===== src/sv/sbra_pkg.sv =====
`timescale 1ns / 1ps
// ---------------------------------------------------------------------------
// Slot allocator package
// Shared sizes, request and status codes, and state encoding.
// ---------------------------------------------------------------------------
package sbra_pkg;
    localparam int MaxSlots  = 1024;
    localparam int WordBits  = 8;
    localparam int MapWords  = (MaxSlots + WordBits - 1) / WordBits;
    localparam int AddrW     = $clog2(MapWords);
    localparam int BitW      = $clog2(WordBits);
    localparam int SlotW     = $clog2(MaxSlots);
    localparam int CountW    = SlotW + 1;

    localparam logic [1:0] KIND_CHECK = 2'd0;
    localparam logic [1:0] KIND_CLAIM = 2'd1;
    localparam logic [1:0] KIND_RUN   = 2'd2;
    localparam logic [1:0] KIND_RSVD  = 2'd3;

    localparam logic [1:0] ST_OK     = 2'd0;
    localparam logic [1:0] ST_TAKEN  = 2'd1;
    localparam logic [1:0] ST_RANGE  = 2'd2;
    localparam logic [1:0] ST_NO_RUN = 2'd3;

    typedef enum logic [3:0] {
        S_CLEAR, S_IDLE, S_SREAD, S_SWAIT, S_RREAD, S_RBIT,
        S_WREAD, S_WWAIT, S_WBIT, S_OUT
    } t_state;
endpackage


===== src/sv/seat_bitmap_run_allocator_top.sv =====
`timescale 1ns / 1ps
// ---------------------------------------------------------------------------
// Seat bitmap run allocator
// First-fit slot allocator over a taken-slot bitmap held in one memory.
// ---------------------------------------------------------------------------
// Channel  Direction  Handshake            Fields
// in       input      i_valid / o_ready    kind, slot, run_length
// out      output     o_valid / i_ready    status, first_slot, free_count
// cfg      input      i_cfg_we             capacity
// A check or single claim reads its map word in S_SREAD and S_SWAIT, then S_OUT
// raises o_valid; a bad slot, a bad kind or a rejected run length goes straight to S_OUT.
// A run claim scans one slot per cycle in S_RBIT, with a read in S_RREAD at the
// start of each map word; a found run is then written back slot by slot through
// S_WREAD, S_WWAIT and S_WBIT.
// After reset or a capacity write a clearing pass over all 128 map words runs first.
// A result waits in the output register; the next request is taken the cycle after it leaves.
module seat_bitmap_run_allocator_top (
    input  logic                         i_clk,
    input  logic                         i_rst_n,
    input  logic                         i_cfg_we,
    input  logic [10:0]                  i_cfg_wdata,
    input  logic                         i_valid,
    output logic                         o_ready,
    input  logic [1:0]                   i_kind,
    input  logic [9:0]                   i_slot,
    input  logic [10:0]                  i_run_length,
    output logic                         o_valid,
    input  logic                         i_ready,
    output logic [1:0]                   o_status,
    output logic [9:0]                   o_first_slot,
    output logic [10:0]                  o_free_count
);
    localparam int AW = sbra_pkg::AddrW;
    localparam int BW = sbra_pkg::BitW;
    localparam int CW = sbra_pkg::CountW;
    localparam int SW = sbra_pkg::SlotW;
    localparam int WB = sbra_pkg::WordBits;

    logic [WB-1:0] mem [sbra_pkg::MapWords];
    logic [WB-1:0] r_rdata;
    logic          n_we;
    logic [AW-1:0] n_waddr, n_raddr;
    logic [WB-1:0] n_wdata;

    sbra_pkg::t_state r_state, n_state;
    logic [CW-1:0] r_cap, n_cap_eff, r_free, n_free;
    logic [CW-1:0] r_pos, n_pos, r_cnt, n_cnt, r_len, n_len;
    logic [1:0]    r_kind, n_kind, r_status, n_status;
    logic [SW-1:0] r_first, n_first;
    logic [WB-1:0] r_word, n_word;
    logic          r_ovalid, n_ovalid;
    logic          bitv;

    always_ff @(posedge i_clk) begin
        if (n_we) begin
            mem[n_waddr] <= n_wdata;
        end
        r_rdata <= mem[n_raddr];
    end

    assign n_cap_eff = (i_cfg_wdata > CW'(sbra_pkg::MaxSlots))
                       ? CW'(sbra_pkg::MaxSlots) : i_cfg_wdata[CW-1:0];
    assign bitv = r_rdata[r_pos[BW-1:0]];

    always_ff @(posedge i_clk) begin
        if (!i_rst_n) begin
            r_state  <= sbra_pkg::S_CLEAR;
            r_cap    <= CW'(sbra_pkg::MaxSlots);
            r_free   <= CW'(sbra_pkg::MaxSlots);
            r_pos    <= '0;
            r_ovalid <= 1'b0;
        end else if (i_cfg_we) begin
            r_state  <= sbra_pkg::S_CLEAR;
            r_cap    <= n_cap_eff;
            r_free   <= n_cap_eff;
            r_pos    <= '0;
            r_ovalid <= 1'b0;
        end else begin
            r_state  <= n_state;
            r_free   <= n_free;
            r_pos    <= n_pos;
            r_ovalid <= n_ovalid;
        end
        r_cnt    <= n_cnt;
        r_len    <= n_len;
        r_kind   <= n_kind;
        r_status <= n_status;
        r_first  <= n_first;
        r_word   <= n_word;
    end

    always_comb begin
        n_state  = r_state;
        n_free   = r_free;
        n_pos    = r_pos;
        n_cnt    = r_cnt;
        n_len    = r_len;
        n_kind   = r_kind;
        n_status = r_status;
        n_first  = r_first;
        n_word   = r_word;
        n_ovalid = r_ovalid;
        n_we     = 1'b0;
        n_waddr  = r_pos[BW+AW-1:BW];
        n_wdata  = r_word;
        n_raddr  = r_pos[BW+AW-1:BW];
        o_ready  = 1'b0;
        if (r_ovalid && i_ready) begin
            n_ovalid = 1'b0;
        end
        unique case (r_state)
            sbra_pkg::S_CLEAR: begin
                n_we    = 1'b1;
                n_waddr = r_pos[AW-1:0];
                n_wdata = '0;
                n_pos   = r_pos + 1'b1;
                if (r_pos == CW'(sbra_pkg::MapWords - 1)) begin
                    n_state = sbra_pkg::S_IDLE;
                end
            end
            sbra_pkg::S_IDLE: begin
                o_ready = !r_ovalid;
                if (i_valid && !r_ovalid) begin
                    n_kind   = i_kind;
                    n_len    = i_run_length;
                    n_first  = '0;
                    n_status = sbra_pkg::ST_OK;
                    n_cnt    = '0;
                    if (i_kind == sbra_pkg::KIND_RUN) begin
                        n_pos = '0;
                        if (i_run_length == '0 || i_run_length > r_cap) begin
                            n_status = sbra_pkg::ST_NO_RUN;
                            n_state  = sbra_pkg::S_OUT;
                        end else begin
                            n_state = sbra_pkg::S_RREAD;
                        end
                    end else begin
                        n_pos = {1'b0, i_slot};
                        if (i_kind == sbra_pkg::KIND_RSVD || {1'b0, i_slot} >= r_cap) begin
                            n_status = sbra_pkg::ST_RANGE;
                            n_state  = sbra_pkg::S_OUT;
                        end else begin
                            n_state = sbra_pkg::S_SREAD;
                        end
                    end
                end
            end
            sbra_pkg::S_SREAD: n_state = sbra_pkg::S_SWAIT;
            sbra_pkg::S_SWAIT: begin
                n_state = sbra_pkg::S_OUT;
                if (bitv) begin
                    n_status = sbra_pkg::ST_TAKEN;
                end else if (r_kind == sbra_pkg::KIND_CLAIM) begin
                    n_we    = 1'b1;
                    n_wdata = r_rdata | (WB'(1) << r_pos[BW-1:0]);
                    if (r_free != '0) begin
                        n_free = r_free - 1'b1;
                    end
                end
            end
            sbra_pkg::S_RREAD: n_state = sbra_pkg::S_RBIT;
            sbra_pkg::S_RBIT: begin
                if (bitv) begin
                    n_cnt = '0;
                end else begin
                    n_cnt = r_cnt + 1'b1;
                end
                if (!bitv && r_cnt + 1'b1 == r_len) begin
                    n_first = SW'(r_pos + 1'b1 - r_len);
                    n_pos   = r_pos + 1'b1 - r_len;
                    n_cnt   = '0;
                    n_free  = (r_free >= r_len) ? r_free - r_len : '0;
                    n_state = sbra_pkg::S_WREAD;
                end else if (r_pos + 1'b1 >= r_cap) begin
                    n_status = sbra_pkg::ST_NO_RUN;
                    n_state  = sbra_pkg::S_OUT;
                end else begin
                    n_pos = r_pos + 1'b1;
                    if (r_pos[BW-1:0] == BW'(WB - 1)) begin
                        n_state = sbra_pkg::S_RREAD;
                    end
                end
            end
            sbra_pkg::S_WREAD: n_state = sbra_pkg::S_WWAIT;
            sbra_pkg::S_WWAIT: begin
                n_word  = r_rdata | (WB'(1) << r_pos[BW-1:0]);
                n_state = sbra_pkg::S_WBIT;
            end
            sbra_pkg::S_WBIT: begin
                n_we    = 1'b1;
                n_wdata = r_word;
                n_cnt   = r_cnt + 1'b1;
                n_pos   = r_pos + 1'b1;
                n_state = (r_cnt + 1'b1 == r_len) ? sbra_pkg::S_OUT : sbra_pkg::S_WREAD;
            end
            sbra_pkg::S_OUT: begin
                n_ovalid = 1'b1;
                n_state  = sbra_pkg::S_IDLE;
            end
            default: n_state = sbra_pkg::S_IDLE;
        endcase
    end

    assign o_valid      = r_ovalid;
    assign o_status     = r_status;
    assign o_first_slot = r_first;
    assign o_free_count = r_free;
endmodule


===== config.mk =====
export PLATFORM = sky130hd
export DESIGN_NAME = seat_bitmap_run_allocator_top
export DESIGN_NICKNAME = d
export VERILOG_FILES = /design/src/sv/sbra_pkg.sv /design/src/sv/seat_bitmap_run_allocator_top.sv
export SDC_FILE = /design/constraint.sdc
export NUM_CORES = 1
export LEC_CHECK = 0
export BUFFER_PORTS_ARGS = -buffer_cell sky130_fd_sc_hd__clkbuf_2
export CORE_MARGIN = 2
export CORE_UTILIZATION = 62
export CTS_CLUSTER_SIZE = 12
export DETAILED_ROUTE_END_ITERATION = 8
export PLACE_DENSITY = 0.79
export REMOVE_ABC_BUFFERS = 1
export SLEW_MARGIN = 20
export SYNTH_ARGS = -nofsm -noshare
export SYNTH_HDL_FRONTEND = slang
export SYNTH_SLANG_ARGS = --single-unit
export TNS_END_PERCENT = 1

===== constraint.sdc =====
create_clock -name i_clk -period 11.6 [get_ports i_clk]
set_clock_uncertainty 0.1 [all_clocks]
set_input_delay 0.58 -clock i_clk [delete_from_list [all_inputs] [get_ports i_clk]]
set_output_delay 0.58 -clock i_clk [all_outputs]
set_load 0.005 [all_outputs]

== After elaboration in Yosys (flattened, before gate mapping) ==
Memory sizes are Yosys's and may differ from the RTL's. A register that Yosys moved wholly into a read port is not among the register bits.
Index checks and enable logic that the tools add are counted.

* Add/subtract/negate cells: 5
* Magnitude comparators: 6
* Equality and inequality tests: 27
* Shifts and indexed selects: 1
* Multiplexer cells: 52
* Bitwise logic cells: 2
* Reduce and logical (&&, ||, !) cells: 25

{| class="wikitable"
|+ Operator list
! kind !! number
|-
| two-way mux 11 bit || 13
|-
| case mux 11 bit (3 select lines) || 2
|-
| two-way mux 4 bit || 9
|-
| case mux 4 bit (9 select lines) || 1
|-
| two-way mux 10 bit || 3
|-
| adder 11 x 1 -> 11 bit, second input constant || 2
|-
| greater-or-equal comparator 11 bit || 2
|-
| case mux 11 bit (2 select lines) || 1
|-
| subtractor 11 bit || 2
|-
| case mux 10 bit (2 select lines) || 1
|-
| == test 4 x 3 -> 1 bit, second input constant || 4
|-
| two-way mux 8 bit || 2
|-
| case mux 8 bit (2 select lines) || 1
|-
| != test 3 bit, second input constant || 5
|-
| two-way mux 2 bit || 7
|-
| != test 2 bit, second input constant || 6
|-
| nonzero test 3 bit || 4
|-
| == test 11 bit || 1
|-
| == test 11 x 7 -> 1 bit, second input constant || 1
|-
| greater-or-equal comparator 10 x 11 -> 1 bit || 1
|-
| greater-than comparator 11 bit || 1
|-
| greater-than comparator 11 bit, second input constant || 1
|-
| zero test 11 bit || 1
|-
| nonzero test 11 bit || 1
|-
| 26 further kinds || 46
|}

* Register bits after elaboration: 82
* Bits in writable memories: 1,024
* Input bits: 39
* Output and inout port bits: 25
* Word-level logic and storage cells: 130
* Memories kept: 1

{| class="wikitable"
|+ Memory list
! name !! words !! bits a word !! read ports !! clocked after memory_dff !! wr ports !! line !! RTL
|-
| mem || 128 || 8 || 1 || 1 || 1 || seat_bitmap_run_allocator_top.sv:39 || <nowiki>logic [WB-1:0] mem [sbra_pkg::MapWords];</nowiki>
|}

== Depth between registers and ports, before layout ==
* Word-level depth: 7
* Mapped depth: 16
* Depth with buffers taken out: 12

== Worst setup path after synthesis ==
No wires, ideal clock.

* Kind: reg2reg
* From: register r_pos[0]
* To: memory mem[0][5] in the netlist's numbering, data pin
* Library setup time: 1.196 ns
* Arrival: 6.545 ns
* Required time: 10.304 ns
* Path slack: 3.759 ns
* Stages on the path, launching flop included: 8
* Buffers on the path: 3
* Clock period less this slack: 7.841 ns
* Cells stage by stage: dfxtp_1 clkbuf_1 mux4_2 mux2i_1 and2_1 buf_2 clkbuf_1 o21ai_0

* Longest elaborated chain between the ends: 5
* Elaborated cells on any way between the ends: 7
* Those cells by class: shift: 1; mux: 5; bitwise: 1

{| class="wikitable"
|+ RTL lines
! what !! line !! RTL
|-
| start, declared || seat_bitmap_run_allocator_top.sv:47 || <nowiki>logic [CW-1:0] r_pos, n_pos, r_cnt, n_cnt, r_len, n_len;</nowiki>
|-
| start signal, assigned || seat_bitmap_run_allocator_top.sv:81 || <nowiki>r_pos <= n_pos;</nowiki>
|-
| branches (longest 3 deep; another with binary-select mux 1 bit (select 3 bit)) || - ||
|-
| two-way mux 8 bit (*) || seat_bitmap_run_allocator_top.sv:151 || <nowiki>if (bitv) begin</nowiki>
|-
| case mux 8 bit (2 select lines) (*) || seat_bitmap_run_allocator_top.sv:111 || <nowiki>unique case (r_state)</nowiki>
|-
| net n_wdata[5] || seat_bitmap_run_allocator_top.sv:43 || <nowiki>logic [WB-1:0] n_wdata;</nowiki>
|-
| end, declared || seat_bitmap_run_allocator_top.sv:39 ||
|}

Mark *: on every way through the listed nets, which the timed path passes. The select of a mux whose other input is x is not followed.

== Worst setup path in the final report ==
* From: register r_pos[0]
* To: memory mem[38][2] in the netlist's numbering, enable pin

* Longest elaborated chain between the ends: 6
* Elaborated cells on any way between the ends: 7
* Those cells by class: mux: 7

{| class="wikitable"
|+ RTL lines
! what !! line !! RTL
|-
| binary-select mux 1 bit (select 3 bit) || seat_bitmap_run_allocator_top.sv:63 || <nowiki>assign bitv = r_rdata[r_pos[BW-1:0]];</nowiki>
|-
| two-way mux 1 bit (implied by the code) || seat_bitmap_run_allocator_top.sv:63 ||
|-
| two-way mux 1 bit || seat_bitmap_run_allocator_top.sv:151 ||
|-
| case mux 1 bit (2 select lines) || seat_bitmap_run_allocator_top.sv:111 ||
|-
| two-way mux 1 bit || seat_bitmap_run_allocator_top.sv:55 || <nowiki>if (n_we) begin</nowiki>
|-
| two-way mux 1 bit (implied by the code) || seat_bitmap_run_allocator_top.sv:56 || <nowiki>mem[n_waddr] <= n_wdata;</nowiki>
|}

Several ways; a longest one is shown, not always the timed one. The select of a mux whose other input is x is not followed.

==> impl_metrics.py <==
metrics = {
    "synthesis": {
        "yosys-top-cells-area": "edfxtp_1, mux4_2, dfxtp_1",
        "ys.flop_type": "edfxtp_1",
        "ys_ff_latch": 1114,
        "synthCells": 2362,
        "synth_cell_type_count": 68,
        "avgSynthCellArea_sq_um": 19.5,
        "synth_edf_count": 1068,
        "ys_warn_count": 0,
        "synth_top_area_share_pct": 69.8,
        "ys_async_sr_fraction_pct": 0,
        "synth_area_sq_um": 46000,
        "synth_top_area_cell": "edfxtp_1",
        "yosysSeqAreaShare_pct": 71.8,
    },
    "critical_path": {
        "path_cells": "mux4_2, mux2i_1, and2_1, or2_1, nand3_2, nor2_1",
        "worst_setup_path_start_kind": "flip-flop",
        "crit_arrival_ns": 5.67,
        "end_kind": "flip-flop",
        "critPathSlowestCell": "nor2_1",
        "slowest_delay_ns": 0.95,
        "critPathRequiredTime_ns": 11.79,
        "reg2reg_slack_ns": 6.12,
        "cp_max_fo": 18,
        "critPathKind": "flip-flop to flip-flop",
    },
    "sta": {
        "finalCritPeriodShare_pct": 47.2,
        "rsz0062_at_grt": "no",
        "final_hold_viol_count": 0,
        "final.setup.tns_ns": 0,
        "max_slew_margin_pct": 23.2,
        "min_period_ns": 5.48,
        "tightest_slew_ns": 1.15,
        "setup_viol": 0,
        "hold_ws_ns": 0.0292,
        "setup_ws_ns": 6.12,
        "drv_slew": 0,
        "fmax_ghz": 0.183,
    },
    "layout": {
        "nets": 2559,
        "drive_gt1_share_pct": 23.9,
        "synthToLayoutAreaGrowth_pct": 10.0,
        "fin_cells": 3480,
        "final_cell_mix": "edfxtp_1, mux4_2, nor2_1",
        "layout_commonest_cell": "edfxtp_1",
    },
    "clock_network": {
        "htreeDepth": 3,
        "root_buffer": "clkbuf_16",
        "clock_path_buffers": 3,
        "ctsHoldBuffers": 5,
        "cts_tree": "done",
        "insertion_delay_ns": 0.69,
        "cts_inserted_buffers": 109,
        "cts_setup_buffers": 0,
        "postCtsResizedCells": 0,
        "clock-sinks": 1114,
        "path_clk_slew_ns": 0.07,
    },
    "floorplan": {
        "start_util_pct": 62.8,
        "core_sq_um": 73200,
        "die_x_microns": 276,
        "rows": 99,
        "die_height_microns": 276,
        "dieArea_sq_um": 76300,
        "io_pins": 64,
    },
    "global_route": {
        "grt_usage_pct": 30.8,
        "grt_first_pass_wirelength_microns": 171000,
        "antenna_found_initial": 1,
        "grt_pass1_vias": 24663,
        "grt_max_degree": 92,
        "gr-total-overflow": 0,
    },
    "power": {
        "p_per_area_nw_per_um2": 153,
        "peakVddDrop_mv": 0.126,
        "power_leakage_nw": 17.3,
    },
    "drt": {
        "first_pass_iters": 6,
        "vias_per_cell": 7.07,
        "vias": 24617,
        "drt_iter0_markers": 3964,
        "wl_met3_microns": 12600,
        "post_drt_wl_per_cell_microns": 33.1,
        "highest_layer": "met4",
        "ant_nets": 0,
        "wirelength_met1_microns": 42100,
        "drcViolationCount": 0,
        "postRouteWirelength_microns": 115000,
        "wl_met2_microns": 56300,
    },
    "run": {
        "cap_violations": 0,
    },
    "placed_design": {
        "place_congestion": 0.906,
        "dp_slack_ns": 6.35,
        "hpwl_microns": 66300,
        "port_buffers": 63,
        "post-place-cells": 3300,
    },
    "run_status": {
        "status": "complete, no violations",
    },
    "worst_hold_path": {
        "hold_class": "input pin to flip-flop",
    },
}
## worst max-delay path, delay by kind of cell, from the launching register on
family	cells	cell delay, ns
DFF	1	0.59
muxes	2	1.05
and+or+nand+nor	4	3.30
## cell type report
type	count	area (sq um)
Sequential cell	1114	33000
Fill cell	4241	22700
Multi-Input combinational cell	1086	12400
Clock buffer	150	2970
Tap cell	959	1200
Timing Repair Buffer	101	617
Clock inverter	24	205
Inverter	45	169
Antenna cell	1	2.50
## path summary, 6_finish.rpt
| check | from | depth (start not counted) | to |
|---|---|---|---|
| min | i_run_length[1] | 1 | r_len[1] |
| max reg2reg | r_pos[0] | 6 | mem[38][2] |
| max | r_pos[0] | 6 | mem[38][2] |
| min reg2reg | r_cap[6] | 2 | r_cap[6] |
## sequential cells by signal, indices dropped and copies added, names as in the netlist
name / count
r_pos: 11
r_len: 11
o_first_slot: 10
o_valid: 1
r_kind: 2
o_status: 2
r_rdata: 8
mem: 1024
o_free_count: 11
r_word: 8
r_state: 4
r_cnt: 11
r_cap: 11
## where the power goes
part / internal (mW) / switching, mW / total [mW] / leakage, nW
registers: 4.35 / 0.0108 / 4.36 / 11.6
clock network: 1.79 / 1.46 / 3.25 / 1.53
logic: 0.0535 / 0.0768 / 0.130 / 4.20
total: 6.20 / 1.55 / 7.75 / 17.3
## per-stage QoR
stage	cell area [sq um]	power (mW)	utilization, %
after floorplan	45400	4.52	-
after detailed placement	47300	4.57	64.6
after global routing	50600	7.91	69.1
final	50600	7.75	69.1
after global placement	47300	4.57	64.6
after CTS	50500	7.76	69.0
## per-layer routing
layer  GRT usage, %  vias to the layer above
met1           43.9                    12640
li1               -                     9833
met3           5.21                      253
met2           49.0                     1891
met5              0                        -
met4           11.3                        0
## synthesized netlist by cell type (all sizes together), types with 5 or more instances
master / number
ha: 61
edfxtp: 1068
a21oi: 39
nand3b: 6
nor2b: 11
nor3: 25
a21o: 17
mux4: 338
or3: 9
o21ai: 50
nand2: 91
o31ai: 6
and2: 11
nor4: 7
a31oi: 9
nand4: 7
a211oi: 7
nand3: 34
nor2: 197
dfxtp: 46
a31o: 5
xnor3: 5
xnor2: 32
buf: 56
mux2: 9
nand2b: 11
xor2: 15
and3: 8
a22oi: 10
a221oi: 5
clkbuf: 61
inv: 43
## kinds of logic after synthesis
| family | count (synthesis) | synth area share, % |
|---|---|---|
| compound gates | 189 | 2.75 |
| xor+xnor | 52 | 1.14 |
| fa+ha+maj | 63 | 1.75 |
| buf+inv | 162 | 1.50 |
| flops | 1114 | 71.8 |
| mux | 350 | 16.8 |
| simple gates | 432 | 4.23 |
Power figures use the tool's default switching activity.
